[config.mk]
export PLATFORM = sky130hd
export DESIGN_NAME = tsd_square
export DESIGN_NICKNAME = d
export VERILOG_FILES = /design/src/rtl/core/tsd_pkg.sv /design/src/rtl/core/tsd_square.sv
export SDC_FILE = /design/constraint.sdc
export NUM_CORES = 1
export LEC_CHECK = 0
export ABC_AREA = 1
export BUFFER_PORTS_ARGS = -buffer_cell sky130_fd_sc_hd__clkbuf_2
export CAP_MARGIN = 20
export CELL_PAD_IN_SITES_DETAIL_PLACEMENT = 2
export CELL_PAD_IN_SITES_GLOBAL_PLACEMENT = 2
export CORE_UTILIZATION = 39
export DETAILED_ROUTE_END_ITERATION = 12
export MAX_ROUTING_LAYER = met4
export PLACE_DENSITY_LB_ADDON = 0.1
export SYNTH_ARGS = -nofsm -noshare
export SYNTH_HDL_FRONTEND = slang
export SYNTH_SLANG_ARGS = --single-unit
[constraint.sdc]
create_clock -name clk -period 8.1 [get_ports clk]
set_input_delay 0 -clock clk [delete_from_list [all_inputs] [get_ports clk]]
set_output_delay 0 -clock clk [all_outputs]
set_load 0.1 [all_outputs]
[src/rtl/core/tsd_pkg.sv]
// ============================================================================
// tsd_pkg
// Types and constants shared by the trimmed squared distance block.
// ============================================================================
package tsd_pkg;

    localparam int ELEM_W = 16;
    localparam int SQ_W   = 32;
    localparam int DIST_W = 40;
    localparam int KEEP_W = 9;
    localparam logic [KEEP_W-1:0] KEEP_RESET = 9'd128;

    typedef enum logic [2:0] {
        ST_LOAD,
        ST_SCAN_RD,
        ST_SCAN,
        ST_PICK,
        ST_OUT
    } tsd_state_t;

endpackage

[src/rtl/core/tsd_square.sv]
// ============================================================================
// tsd_square
// Registered squared difference of two signed 16-bit elements.
// ============================================================================
module tsd_square
(
    input  logic                          clk,
    input  logic                          en,
    input  logic signed [tsd_pkg::ELEM_W-1:0] p_in,
    input  logic signed [tsd_pkg::ELEM_W-1:0] q_in,
    output logic [tsd_pkg::SQ_W-1:0]      sq
);
    import tsd_pkg::*;

    logic signed [ELEM_W:0] diff;
    logic [ELEM_W-1:0]      mag;
    logic [SQ_W-1:0]        sq_reg;

    assign diff = {p_in[ELEM_W-1], p_in} - {q_in[ELEM_W-1], q_in};
    assign mag  = diff[ELEM_W] ? ELEM_W'(-diff) : diff[ELEM_W-1:0];
    assign sq   = sq_reg;

    always_ff @(posedge clk)
    begin
        if (en)
        begin
            sq_reg <= SQ_W'(mag) * SQ_W'(mag);
        end
    end

endmodule
==> flow_metrics.env <==
export IMPL_final_nets=1624
export IMPL_cp_required_ps=8150
export IMPL_detail_route_drc_violations=0
export IMPL_sequential_cell_area_um2=931
export IMPL_detailedPlacementHpwl_um=25800
export IMPL_critical_path_startpoint_type="primary input"
export IMPL_timing_worst_setup_path_type="primary input to register"
export IMPL_final_layout_size_suffix_gt1_share_pct=14.2
export IMPL_site_row_count=57
export IMPL_finalWorstPathRequiredPeriod_ps=7600
export IMPL_die_width_um=161
export IMPL_dpl_cell_count=1628
export IMPL_topRoutingLayerUsed="met4"
export IMPL_dieArea_mm2=0.0258
export IMPL_total_met3_wirelength_after_detailed_routing_um=580
export IMPL_dr_pass1_iters=4
export IMPL_port_buffers=64
export IMPL_setup_viol=0
export IMPL_ys_seq_area_share_pct=9.49
export IMPL_layout_commonest_cell="inv_1"
export IMPL_synth_xor_area_share_pct=3.93
export IMPL_ys_seq_elements=31
export IMPL_clkTransAtPathRegs_ps=70
export IMPL_die_height_um=161
export IMPL_floorplan_initialDensity_pct=40.1
export IMPL_cts_buffers=5
export IMPL_setup_worst_path_start="p_in[0]"
export IMPL_design_core_area_mm2=0.0245
export IMPL_final_cells=1638
export IMPL_htree_num_levels=2
export IMPL_max_cap_viol_count=0
export IMPL_synth_cell_area_mm2=0.00981
export IMPL_layout_common_cells="324 x inv_1, 217 x nand2_1, 167 x fa_1"
export IMPL_synth_mux_area_fraction_pct=0
export IMPL_cts_root_buffer="clkbuf_16"
export IMPL_worst_pin_slew_ps=926
export IMPL_ant_nets=0
export IMPL_critical_path_slowest_cell="fa_1"
export IMPL_final_fill_count=2830
export IMPL_met2_routed_wl_um=15800
export IMPL_max_stage_delay_ps=570
export IMPL_antenna_cells_inserted=0
export IMPL_post_synthesis_share_of_cell_area_spent_on_full_adders_half_adders_and_majority_gates_pct=48.1
export IMPL_synthesis_nets=1528
export IMPL_synthesis_instances=1217
export IMPL_max_slew_margin_pct=38.3
export IMPL_totalWireLength_um=28900
export IMPL_post_route_cell_area_mm2=0.0109
export IMPL_globalRoute_totalOverflow=0
export IMPL_first_global_vias=9414
export IMPL_synth_compound_gate_area_share_pct=5.22
export IMPL_post_drt_via_cell_ratio=4.92
export IMPL_ys_types=44
export IMPL_worst_hold_path_type="primary input to register"
export IMPL_synth_simple_area_share_pct=18.7
export IMPL_grtUsageTotal_pct=25.0
export IMPL_ios=66
export IMPL_routedWlPerCell_um=17.6
export IMPL_area_of_the_multi_input_gates_mm2=0.00749
export IMPL_timing_critical_path_to_type="register"
export IMPL_status="complete, no violations"
export IMPL_timing_final_max_slew_violations=0
export IMPL_grt_setup_unrepaired="false"
export IMPL_worstSetupEndpoint="sq[28]"
export IMPL_fin_crit_sh_pct=93.9
export IMPL_grt_max_degree=32
export IMPL_routed_via_count=8055
export IMPL_drt_met1_wl_um=12200
export IMPL_clock_sink_count=31
export IMPL_grt_pass1_wl_um=48700
export IMPL_detailedRoute_firstIterationViolations=284
export IMPL_max_clock_path_buffers=2
export IMPL_finalHoldViolations=0
export IMPL_worst_hold_slack_ps=560
export IMPL_cp_arrival_ps=7650
export IMPL_combinational_family_with_the_most_area_after_synthesis="adder cells"
export IMPL_peak_clock_frequency_supported_by_timing_mhz=132
export IMPL_cts_tree="done"
export IMPL_largest_register_ff_count=31
export IMPL_antenna_violations_before_repair=0
export IMPL_area_delta_synth_final_pct=11.2
export IMPL_cp_max_fo=11
export IMPL_ys_warn_count=0
export IMPL_post_dp_cell_area_mm2=0.0107
export IMPL_routabilityCongestion=0.860
export IMPL_synth_area_per_cell_um2=8.06
## worst min-delay path by stage
stage,depth (start not counted),slack (ps),startpoint,endpoint
finish,1,560,en,sq[11]
global route,1,600,en,sq[11]
CTS,1,580,en,sq[13]
detailed placement,1,710,sq[4],sq[4]
global placement,1,700,sq[3],sq[3]
floorplan,0,110,en,sq[0]
## metal layers
metal  track usage (%)  vias up
met5                 -        -
met1              29.2     4160
met2              46.6       76
li1                  -     3797
met3              2.22       22
met4              4.29        0
## Yosys cell counts, drive strengths merged
master	instances	area [um2]
a21o	4	30.0
a21boi	2	15.0
edfxtp	31	931
or2	1	6.26
nand4	10	62.6
xnor2	12	105
nand3	38	215
clkinv	1	3.75
xor2	26	280
a31oi	11	83.8
clkbuf	2	7.51
o21a	1	7.51
nand3b	1	7.51
inv	349	1310
and2	2	12.5
o21ai	22	121
nor2	134	598
o21bai	1	7.51
nor3	6	35.0
o221ai	1	8.76
a21oi	39	206
o2111ai	1	8.76
buf	13	100
a211oi	3	22.5
fa	167	3340
conb	1	3.75
nand2	228	898
ha	110	1380
## metrics by stage
step,setup WS (ps),util (%),TNS [ps]
after detailed placement,-132,43.8,-193
after global routing,11.6,44.6,0
final,496,44.6,0
after floorplan,963,-,0
after global placement,316,43.8,0
after CTS,162,44.4,0
## final cells by class
cell class | instances | share of cell area (%)
clock inverter | 3 | 0.138
tap | 324 | 3.71
inverter | 350 | 12.1
multi-input combinational | 821 | 68.6
timing repair buffer | 104 | 5.80
sequential | 31 | 8.53
clock buffer | 5 | 1.15
## cells by family after synthesis
kind of cell	Yosys count
and+or+nand+nor	420
buffers and inverters	365
adders and majority gates	277
AOI/OAI and AO/OA	85
xor gates and xnor gates	38
DFF	31
other	1
## repair_timing
action | CTS | global route
resized for setup | 0 | 9
setup endpoints to repair | 0 | 9
buffers inserted | 0 | 2
hold buffers | 0 | 0
## critical path, delay by kind of cell
| kind | cells | cell delay [ps] |
|---|---|---|
| fa+ha+maj | 9 | 3950 |
| simple gates | 14 | 1750 |
| compound gates | 6 | 1190 |
| buf+inv | 9 | 670 |
| xor+xnor | 1 | 80 |
Power is left out: the tool's default activity adds up to more than one toggle a clock period on the data nets, which glitch-free logic cannot reach.
